**src/rtl/ring_deque_palindrome_core_assert.svh**
```systemverilog
// Assertion macros shared by the deque modules.
// Each macro takes a label, the clock, the active-low reset and the property terms.
`ifndef RING_DEQUE_PALINDROME_CORE_ASSERT_SVH
`define RING_DEQUE_PALINDROME_CORE_ASSERT_SVH

`ifndef SYNTHESIS

`define RDP_ASSERT_ALWAYS(lbl, ck, rn, prop) \
    lbl: assert property (@(posedge ck) disable iff (!rn) (prop)) \
        else $error("deque assertion failed");

`define RDP_ASSERT_IMPLY(lbl, ck, rn, ante, cons) \
    lbl: assert property (@(posedge ck) disable iff (!rn) (ante) |-> (cons)) \
        else $error("deque assertion failed");

`define RDP_ASSERT_NEXT(lbl, ck, rn, ante, cons) \
    lbl: assert property (@(posedge ck) disable iff (!rn) (ante) |=> (cons)) \
        else $error("deque assertion failed");

`else

`define RDP_ASSERT_ALWAYS(lbl, ck, rn, prop)
`define RDP_ASSERT_IMPLY(lbl, ck, rn, ante, cons)
`define RDP_ASSERT_NEXT(lbl, ck, rn, ante, cons)

`endif

`endif

```
**src/rtl/rdp_pkg.sv**
```systemverilog
package rdp_pkg;

    // Operation requested by one input beat.
    typedef enum logic [1:0] {
        KIND_PUSH_BACK = 2'd0,
        KIND_POP_FRONT = 2'd1,
        KIND_POP_BACK  = 2'd2,
        KIND_CHECK     = 2'd3
    } kind_t;

    // Result status codes.
    typedef enum logic [1:0] {
        STATUS_OK    = 2'd0,
        STATUS_EMPTY = 2'd1,
        STATUS_FULL  = 2'd2
    } status_t;

    // Datapath operations issued by the controller, one per cycle.
    typedef enum logic [3:0] {
        OP_NONE,
        OP_PUSH,
        OP_PUSH_DROP,
        OP_POP_EMPTY,
        OP_POP_FRONT,
        OP_POP_BACK,
        OP_POP_CAPTURE,
        OP_CHK_START,
        OP_CHK_READ,
        OP_CHK_FAIL
    } op_t;

    typedef enum logic [2:0] {
        S_IDLE,
        S_POP_WAIT,
        S_CHK_RD,
        S_CHK_CMP,
        S_DONE
    } state_t;

    typedef struct packed {
        op_t  op;
        logic out_load;
    } cmd_t;

    typedef struct packed {
        logic empty;
        logic full;
        logic pairs_zero;
        logic mismatch;
        logic out_free;
    } sts_t;

endpackage

```
**src/rtl/rdp_ctrl.sv**
```systemverilog
`include "ring_deque_palindrome_core_assert.svh"

module rdp_ctrl (
    input  logic          clk,
    input  logic          rst_n,
    input  logic          in_valid,
    input  logic [1:0]    kind,
    output logic          in_stall,
    input  rdp_pkg::sts_t sts,
    output rdp_pkg::cmd_t cmd
);

    rdp_pkg::state_t state_reg;
    rdp_pkg::state_t state_next;
    rdp_pkg::kind_t  kind_in;

    assign kind_in = rdp_pkg::kind_t'(kind);

    always_ff @(posedge clk or negedge rst_n)
    begin
        if (!rst_n)
        begin
            state_reg <= rdp_pkg::S_IDLE;
        end
        else
        begin
            state_reg <= state_next;
        end
    end

    // Next state.
    always_comb
    begin
        state_next = state_reg;
        unique case (state_reg)
            rdp_pkg::S_IDLE:
            begin
                if (in_valid)
                begin
                    unique case (kind_in)
                        rdp_pkg::KIND_PUSH_BACK:
                        begin
                            state_next = rdp_pkg::S_DONE;
                        end
                        rdp_pkg::KIND_POP_FRONT,
                        rdp_pkg::KIND_POP_BACK:
                        begin
                            state_next = sts.empty ? rdp_pkg::S_DONE : rdp_pkg::S_POP_WAIT;
                        end
                        rdp_pkg::KIND_CHECK:
                        begin
                            state_next = rdp_pkg::S_CHK_RD;
                        end
                    endcase
                end
            end
            rdp_pkg::S_POP_WAIT:
            begin
                state_next = rdp_pkg::S_DONE;
            end
            rdp_pkg::S_CHK_RD:
            begin
                state_next = sts.pairs_zero ? rdp_pkg::S_DONE : rdp_pkg::S_CHK_CMP;
            end
            rdp_pkg::S_CHK_CMP:
            begin
                state_next = sts.mismatch ? rdp_pkg::S_DONE : rdp_pkg::S_CHK_RD;
            end
            rdp_pkg::S_DONE:
            begin
                if (sts.out_free)
                begin
                    state_next = rdp_pkg::S_IDLE;
                end
            end
            default:
            begin
                state_next = rdp_pkg::S_IDLE;
            end
        endcase
    end

    // Outputs.
    always_comb
    begin
        cmd.op       = rdp_pkg::OP_NONE;
        cmd.out_load = 1'b0;
        in_stall     = 1'b1;
        unique case (state_reg)
            rdp_pkg::S_IDLE:
            begin
                in_stall = 1'b0;
                if (in_valid)
                begin
                    unique case (kind_in)
                        rdp_pkg::KIND_PUSH_BACK:
                        begin
                            cmd.op = sts.full ? rdp_pkg::OP_PUSH_DROP : rdp_pkg::OP_PUSH;
                        end
                        rdp_pkg::KIND_POP_FRONT:
                        begin
                            cmd.op = sts.empty ? rdp_pkg::OP_POP_EMPTY : rdp_pkg::OP_POP_FRONT;
                        end
                        rdp_pkg::KIND_POP_BACK:
                        begin
                            cmd.op = sts.empty ? rdp_pkg::OP_POP_EMPTY : rdp_pkg::OP_POP_BACK;
                        end
                        rdp_pkg::KIND_CHECK:
                        begin
                            cmd.op = rdp_pkg::OP_CHK_START;
                        end
                    endcase
                end
            end
            rdp_pkg::S_POP_WAIT:
            begin
                cmd.op = rdp_pkg::OP_POP_CAPTURE;
            end
            rdp_pkg::S_CHK_RD:
            begin
                if (!sts.pairs_zero)
                begin
                    cmd.op = rdp_pkg::OP_CHK_READ;
                end
            end
            rdp_pkg::S_CHK_CMP:
            begin
                if (sts.mismatch)
                begin
                    cmd.op = rdp_pkg::OP_CHK_FAIL;
                end
            end
            rdp_pkg::S_DONE:
            begin
                cmd.out_load = sts.out_free;
            end
            default:
            begin
                cmd.op = rdp_pkg::OP_NONE;
            end
        endcase
    end

    `RDP_ASSERT_IMPLY(a_load_when_free, clk, rst_n, cmd.out_load, sts.out_free)
    `RDP_ASSERT_NEXT(a_pop_then_capture, clk, rst_n, (cmd.op == rdp_pkg::OP_POP_FRONT) || (cmd.op == rdp_pkg::OP_POP_BACK), cmd.op == rdp_pkg::OP_POP_CAPTURE)
    `RDP_ASSERT_NEXT(a_read_then_compare, clk, rst_n, cmd.op == rdp_pkg::OP_CHK_READ, state_reg == rdp_pkg::S_CHK_CMP)

endmodule

```
**src/rtl/rdp_datapath.sv**
```systemverilog
`include "ring_deque_palindrome_core_assert.svh"

module rdp_datapath #(
    parameter int DEPTH = 128
) (
    input  logic          clk,
    input  logic          rst_n,
    input  logic [7:0]    data,
    input  rdp_pkg::cmd_t cmd,
    output rdp_pkg::sts_t sts,
    output logic          out_valid,
    input  logic          out_stall,
    output logic [7:0]    value,
    output logic [1:0]    status,
    output logic          is_palindrome
);

    localparam int IDX_W  = (DEPTH > 1) ? $clog2(DEPTH) : 1;
    localparam int CNT_W  = $clog2(DEPTH + 1);
    localparam int PAIR_W = CNT_W - 1;

    function automatic logic [IDX_W-1:0] wrap_up(input logic [IDX_W-1:0] i);
        return (i == IDX_W'(DEPTH - 1)) ? '0 : i + IDX_W'(1);
    endfunction

    function automatic logic [IDX_W-1:0] wrap_down(input logic [IDX_W-1:0] i);
        return (i == '0) ? IDX_W'(DEPTH - 1) : i - IDX_W'(1);
    endfunction

    logic [7:0] store_mem [DEPTH];

    logic [IDX_W-1:0]  head_reg, head_next;
    logic [IDX_W-1:0]  tail_reg, tail_next;
    logic [CNT_W-1:0]  occ_reg, occ_next;
    logic [IDX_W-1:0]  front_reg, front_next;
    logic [IDX_W-1:0]  back_reg, back_next;
    logic [PAIR_W-1:0] pairs_reg, pairs_next;

    logic [7:0]       res_value_reg, res_value_next;
    rdp_pkg::status_t res_status_reg, res_status_next;
    logic             res_pal_reg, res_pal_next;

    logic [7:0]       rd_a_reg, rd_b_reg;
    logic [7:0]       value_reg;
    rdp_pkg::status_t status_reg;
    logic             pal_reg;
    logic             out_valid_reg;

    logic [IDX_W-1:0] tail_dec;
    logic [IDX_W-1:0] addr_a, addr_b;
    logic             rd_en, wr_en;

    assign tail_dec = wrap_down(tail_reg);

    always_comb
    begin
        head_next       = head_reg;
        tail_next       = tail_reg;
        occ_next        = occ_reg;
        front_next      = front_reg;
        back_next       = back_reg;
        pairs_next      = pairs_reg;
        res_value_next  = res_value_reg;
        res_status_next = res_status_reg;
        res_pal_next    = res_pal_reg;
        addr_a          = front_reg;
        addr_b          = back_reg;
        rd_en           = 1'b0;
        wr_en           = 1'b0;
        unique case (cmd.op)
            rdp_pkg::OP_PUSH:
            begin
                wr_en           = 1'b1;
                tail_next       = wrap_up(tail_reg);
                occ_next        = occ_reg + CNT_W'(1);
                res_value_next  = '0;
                res_status_next = rdp_pkg::STATUS_OK;
                res_pal_next    = 1'b0;
            end
            rdp_pkg::OP_PUSH_DROP:
            begin
                res_value_next  = '0;
                res_status_next = rdp_pkg::STATUS_FULL;
                res_pal_next    = 1'b0;
            end
            rdp_pkg::OP_POP_EMPTY:
            begin
                res_value_next  = '0;
                res_status_next = rdp_pkg::STATUS_EMPTY;
                res_pal_next    = 1'b0;
            end
            rdp_pkg::OP_POP_FRONT:
            begin
                rd_en           = 1'b1;
                addr_a          = head_reg;
                head_next       = wrap_up(head_reg);
                occ_next        = occ_reg - CNT_W'(1);
                res_status_next = rdp_pkg::STATUS_OK;
                res_pal_next    = 1'b0;
            end
            rdp_pkg::OP_POP_BACK:
            begin
                rd_en           = 1'b1;
                addr_a          = tail_dec;
                tail_next       = tail_dec;
                occ_next        = occ_reg - CNT_W'(1);
                res_status_next = rdp_pkg::STATUS_OK;
                res_pal_next    = 1'b0;
            end
            rdp_pkg::OP_POP_CAPTURE:
            begin
                res_value_next = rd_a_reg;
            end
            rdp_pkg::OP_CHK_START:
            begin
                // The walk uses its own pointers, so the deque is cleared at once.
                front_next      = head_reg;
                back_next       = tail_dec;
                pairs_next      = occ_reg[CNT_W-1:1];
                head_next       = '0;
                tail_next       = '0;
                occ_next        = '0;
                res_value_next  = '0;
                res_status_next = rdp_pkg::STATUS_OK;
                res_pal_next    = 1'b1;
            end
            rdp_pkg::OP_CHK_READ:
            begin
                rd_en      = 1'b1;
                front_next = wrap_up(front_reg);
                back_next  = wrap_down(back_reg);
                pairs_next = pairs_reg - PAIR_W'(1);
            end
            rdp_pkg::OP_CHK_FAIL:
            begin
                res_pal_next = 1'b0;
            end
            default:
            begin
                rd_en = 1'b0;
            end
        endcase
    end

    always_ff @(posedge clk)
    begin
        if (wr_en)
        begin
            store_mem[tail_reg] <= data;
        end
        if (rd_en)
        begin
            rd_a_reg <= store_mem[addr_a];
            rd_b_reg <= store_mem[addr_b];
        end
    end

    always_ff @(posedge clk or negedge rst_n)
    begin
        if (!rst_n)
        begin
            head_reg      <= '0;
            tail_reg      <= '0;
            occ_reg       <= '0;
            out_valid_reg <= 1'b0;
        end
        else
        begin
            head_reg <= head_next;
            tail_reg <= tail_next;
            occ_reg  <= occ_next;
            if (cmd.out_load)
            begin
                out_valid_reg <= 1'b1;
            end
            else if (!out_stall)
            begin
                out_valid_reg <= 1'b0;
            end
        end
    end

    always_ff @(posedge clk)
    begin
        front_reg      <= front_next;
        back_reg       <= back_next;
        pairs_reg      <= pairs_next;
        res_value_reg  <= res_value_next;
        res_status_reg <= res_status_next;
        res_pal_reg    <= res_pal_next;
        if (cmd.out_load)
        begin
            value_reg  <= res_value_reg;
            status_reg <= res_status_reg;
            pal_reg    <= res_pal_reg;
        end
    end

    assign sts.empty      = (occ_reg == '0);
    assign sts.full       = (occ_reg == CNT_W'(DEPTH));
    assign sts.pairs_zero = (pairs_reg == '0);
    assign sts.mismatch   = (rd_a_reg != rd_b_reg);
    assign sts.out_free   = !out_valid_reg || !out_stall;

    assign out_valid     = out_valid_reg;
    assign value         = value_reg;
    assign status        = status_reg;
    assign is_palindrome = pal_reg;

    `RDP_ASSERT_ALWAYS(a_occ_bound, clk, rst_n, occ_reg <= CNT_W'(DEPTH))
    `RDP_ASSERT_IMPLY(a_push_not_full, clk, rst_n, cmd.op == rdp_pkg::OP_PUSH, !sts.full)
    `RDP_ASSERT_NEXT(a_check_clears, clk, rst_n, cmd.op == rdp_pkg::OP_CHK_START, (occ_reg == '0) && (head_reg == '0) && (tail_reg == '0))

endmodule

```
**src/rtl/ring_deque_palindrome_core.sv**
```systemverilog
// Byte deque in a circular store of DEPTH entries with push_back, pop_front,
// pop_back and a palindrome check that also empties the deque. Every input beat
// yields exactly one result beat. A push, or a pop of an empty deque, goes from
// the idle state that accepts it straight to the done state. A pop with data
// passes through a wait state between the two, because the byte store has a
// registered read. The result enters the output register from the done state.
// A check of a deque with k = floor(occupancy/2) byte pairs walks the pairs in
// turn: it reads a pair from the two read ports of the store, then compares the
// two bytes. It ends once all k pairs match, or early at the first pair that
// differs. A new input beat is taken in the cycle after the previous result has
// reached the output register, even if that result still waits there. A result
// enters the output register only when that register is empty or its beat
// leaves at the same edge, so a stalled output holds the item in the done state.
// A push into a full deque drops the byte with the full status; a pop of an
// empty deque returns zero with the empty status.

module ring_deque_palindrome_core #(
    parameter int DEPTH = 128
) (
    input  logic       clk,
    input  logic       rst_n,
    input  logic       in_valid,
    output logic       in_stall,
    input  logic [1:0] kind,
    input  logic [7:0] data,
    output logic       out_valid,
    input  logic       out_stall,
    output logic [7:0] value,
    output logic [1:0] status,
    output logic       is_palindrome
);

    // The controller and datapath exchange only these two bundles.
    rdp_pkg::cmd_t cmd;
    rdp_pkg::sts_t sts;

    // The sequencer decides the operation of each cycle from the beat's kind
    // and the datapath's status flags.
    rdp_ctrl u_ctrl (
        .clk      (clk),
        .rst_n    (rst_n),
        .in_valid (in_valid),
        .kind     (kind),
        .in_stall (in_stall),
        .sts      (sts),
        .cmd      (cmd)
    );

    // The datapath holds the store, the front and rear indices, the occupancy,
    // the check walk pointers and the output register.
    rdp_datapath #(
        .DEPTH (DEPTH)
    ) u_datapath (
        .clk           (clk),
        .rst_n         (rst_n),
        .data          (data),
        .cmd           (cmd),
        .sts           (sts),
        .out_valid     (out_valid),
        .out_stall     (out_stall),
        .value         (value),
        .status        (status),
        .is_palindrome (is_palindrome)
    );

endmodule
```
**config.mk**
```make
export PLATFORM = sky130hd
export DESIGN_NAME = ring_deque_palindrome_core
export DESIGN_NICKNAME = d
export VERILOG_FILES = /design/src/rtl/rdp_pkg.sv /design/src/rtl/rdp_ctrl.sv /design/src/rtl/rdp_datapath.sv /design/src/rtl/ring_deque_palindrome_core.sv
export VERILOG_INCLUDE_DIRS = /design/src /design/src/rtl
export SDC_FILE = /design/constraint.sdc
export NUM_CORES = 2
export LEC_CHECK = 0
export BUFFER_PORTS_ARGS = -buffer_cell sky130_fd_sc_hd__buf_2
export CORE_ASPECT_RATIO = 0.8
export CORE_MARGIN = 10
export CORE_UTILIZATION = 35
export CTS_CLUSTER_SIZE = 30
export DETAILED_ROUTE_END_ITERATION = 7
export GPL_TIMING_DRIVEN = 0
export HOLD_SLACK_MARGIN = 0.05
export MAX_ROUTING_LAYER = met4
export PLACE_DENSITY = 0.47
export SLEW_MARGIN = 25
export SYNTH_ARGS = -nofsm -noshare
export SYNTH_HDL_FRONTEND = slang
export SYNTH_HIERARCHICAL = 1
export SYNTH_SLANG_ARGS = --single-unit
```
**constraint.sdc**
```tcl
create_clock -name clk -period 4.67 [get_ports clk]
set_input_delay 0.934 -clock clk [delete_from_list [all_inputs] [get_ports clk]]
set_output_delay 0.934 -clock clk [all_outputs]
set_load 0.005 [all_outputs]
```
==> results.yml <==
drt:
  met1_length_um: 106000
  drt_iter0_markers: 8229
  wl_um: 273000
  via_per_inst: 6.61
  post-route-drc-count: 0
  drtPass1Iterations: 8
  route.met3.wl_um: 44500
  vias: 42000
  top_layer: "met4"
  postRouteAntennaNets: 0
  post_drt_wl_per_cell_um: 43.1
  wl_met2_um: 107000
clock_tree:
  htree_levels: 3
  clock_path_buffers: 3
  clk_latency_ns: 0.79
  cts_made_buffers: 117
  cts_tree: "yes"
  clk_pin_slew_ns: 0.06
  clock-sinks: 1109
  cts_hold_buf: 0
  root_buffer: "clkbuf_16"
setup_path:
  r2r_cells: 19
  crit_chain: "xor2_1 > nor4_2 > nand2_2 > nand2_2 > o21ai_1 > and3b_2 > buf_8 > or4b_4 > o22ai_4 > a21oi_4 > buf_12 > buf_12 > buf_12 > mux2i_1 > a32oi_1 > a31oi_4 > a31oi_4 > a222oi_1 > a2111oi_4"
  r2r_slack_ns: -0.55
  critPathMostFrequentCell: "buf_12"
  cp-endpoint: "u_datapath/rd_a_reg[1]"
  crit_required_ns: 5.12
  worstSetupPathType: "flip-flop to flip-flop"
  crit_arrival_ns: 5.68
  worstPathMaxFanout: 5
  cp_num_buf_inv: 4
  critPathTopFamily: "compound AO/OA/AOI/OAI gates"
  slowest_stage: "a222oi_1"
  r2r_end: "u_datapath/rd_a_reg[1]"
  critPathLaunchType: "flip-flop"
  critical_path_depth: 19
  max_stage_delay_ns: 0.92
  r2r_start: "u_datapath/rd_a_reg[0]"
  cp-startpoint: "u_datapath/rd_a_reg[0]"
  critical_path.endpoint_type: "flip-flop"
sta:
  layout_min_cycle_time_ns: 5.22
  skew_ns: 0.0270
  worst-slew-pin-transition_ns: 1.22
  setup_tns_ns: -4.07
  max_freq_mhz: 192
  slew-limit-headroom_pct: 18.7
  setup_ws_ns: -0.552
  setup_viol: 14
  post-route-period-util_pct: 112
  drv_slew: 0
  rsz0062_at_grt: "yes"
  hold_viol_final: 0
synthesis:
  yosys.area.top_type: "edfxtp_1"
  ys.flop_type: "edfxtp_1"
  synth_area_um2: 53300
  synth_cells: 3903
  yosys_warnings: 6
  synth_fp_nets: 3938
  synth.distinct_cells: 78
  ys_ff_latch: 1109
  syn_area_per_cell_um2: 13.7
  synthTopCellsByArea: "edfxtp_1 61%, mux4_2 13%, nand2_1 6.2%"
  synth_edf_count: 1083
  async_flop_share_pct: 2.34
  synth_top_area_share_pct: 61.0
  yosysMostFrequentCell: "edfxtp_1"
  synth_common_cells: "1083 x edfxtp_1, 885 x nand2_1, 315 x nand3_1"
  yosysSeqAreaShare_pct: 62.2
pwr:
  pwr-share-comb_pct: 52.2
  switchingPower_mw: 20.5
  p_int_mw: 25.0
  power.total_mw: 45.5
  power_frac_clock_pct: 22.0
  powerDensity_nw_per_um2: 687
  vdd_ir_drop_max_uv: 466
  p_leak_nw: 22.2
  switching_share_pct: 45.0
  power_frac_seq_pct: 25.8
place:
  port_buffers: 26
  dp.final_hpwl_um: 194000
  place_congestion: 1.06
run_status:
  outcome: "finished, violations left"
  violations: "setup timing"
run:
  drv_cap: 0
die:
  die_w_um: 456
  io_pins: 27
  die_h_um: 369
  row_count: 128
  initial_core_util_pct: 35.1
  core_area_um2: 152000
  dieArea_um2: 168000
hold_path:
  hold_path.class: "primary input to asynchronous set/reset pin"
grt:
  track_usage_pct: 32.2
  grt_pass1_wl_um: 356000
  antenna_found_initial: 33
  grt.overflow.total: 0
  grt_pass1_vias: 37600
  grt_max_degree: 83
final_layout:
  drive_gt1_share_pct: 28.7
  syn_to_final_growth_pct: 24.2
  final.fill_count: 13600
  ff_latch_area_um2: 33200
  largest_reg_flops: 1024
  largest_register: "u_datapath/store_mem"
  multiInputGateArea_um2: 20600
  num-nets-final: 4251
## power groups by stage
stage          combinational, mW  clock [mW]  sequential (mW)
3_5_place_dp                18.1           0             12.0
6_report                    23.7        10.0             11.7
3_3_place_gp                17.5           0             12.0
4_1_cts                     21.9        10.1             11.7
2_1_floorplan               8.41           0             11.8
5_1_grt                     23.4        10.5             11.7
## worst min path at each step
stage                                            start                  endpoint  slack [ns]  cells past startpoint
after floorplan                 u_datapath/res_pal_reg  u_datapath/is_palindrome        0.40                      0
after global placement          u_datapath/res_pal_reg  u_datapath/is_palindrome        0.40                      0
after detailed placement  u_datapath/res_status_reg[0]      u_datapath/status[0]        0.41                      0
after CTS                                        rst_n    u_datapath/head_reg[3]        0.19                      1
after global routing                             rst_n     u_datapath/occ_reg[2]        0.24                      1
final                                            rst_n    u_datapath/head_reg[3]        0.21                      1
## per-stage QoR
step                instance area [um2]  hold slack [ns]  util, %  cells  setup slack [ns]
floorplan                         53300            0.400        -   3903             0.311
global placement                  56000            0.404     36.9   5944             -3.81
detailed placement                57700            0.406     38.0   6001             -2.95
CTS                               65700            0.194     43.3   6307            -0.236
global route                      66200            0.235     43.6   6343            -0.449
finish                            66200            0.206     43.6   6345            -0.552
## layout make-up
type	instances	area share (%)
plain buffers	282	4.58
well taps	2015	3.81
inverters	19	0.108
multi-input cells	2490	31.1
clock buffers	134	4.64
diodes	13	0.0491
repair buffers	197	4.19
flip-flops and latches	1109	50.1
clock inverters	86	1.41
## cell usage in the layout (no fill, tap or decap), types with 18 or more instances in the layout
cell type / instances
clkbuf_8: 22
nand2_1: 868
buf_16: 53
edfxtp_1: 1083
clkbuf_2: 60
mux4_2: 313
buf_6: 39
a21oi_1: 79
inv_1: 18
nor2_4: 74
xor2_1: 21
nor2_2: 31
buf_2: 49
o21ai_0: 34
a32oi_1: 39
dfrtp_1: 25
nor2_1: 79
buf_8: 21
clkinv_1: 23
clkbuf_16: 138
bufinv_16: 19
a31oi_1: 43
buf_4: 104
o21ai_1: 19
mux2i_1: 115
and3_1: 42
clkinv_2: 32
buf_12: 57
ha_1: 20
nand4_1: 54
clkbuf_4: 26
clkbuf_1: 35
nand3_1: 295
## repair_timing
item	4_1_cts	5_1_grt
cloned	6	1
pin swaps	80	31
gates resized for setup	733	44
setup buffers	81	25
setup endpoints to repair	1066	753
## logic make-up (layout without fill, tap and decap cells)
family | count (synthesis) | count (layout) | share of synthesized area (%)
other cells | 0 | 13 | 0
mux | 448 | 448 | 15.8
flops | 1109 | 1109 | 62.2
xor+xnor | 34 | 34 | 0.559
compound gates | 431 | 431 | 5.65
fa+ha+maj | 21 | 21 | 0.507
simple gates | 1556 | 1556 | 12.5
buf+inv | 304 | 718 | 2.76
## layer usage
layer,vias to the layer above,GRT usage [%]
met2,3772,41.7
met4,0,15.4
met1,21700,42.6
met3,678,14.2
li1,15800,-
met5,-,-
Power figures use the tool's default switching activity.
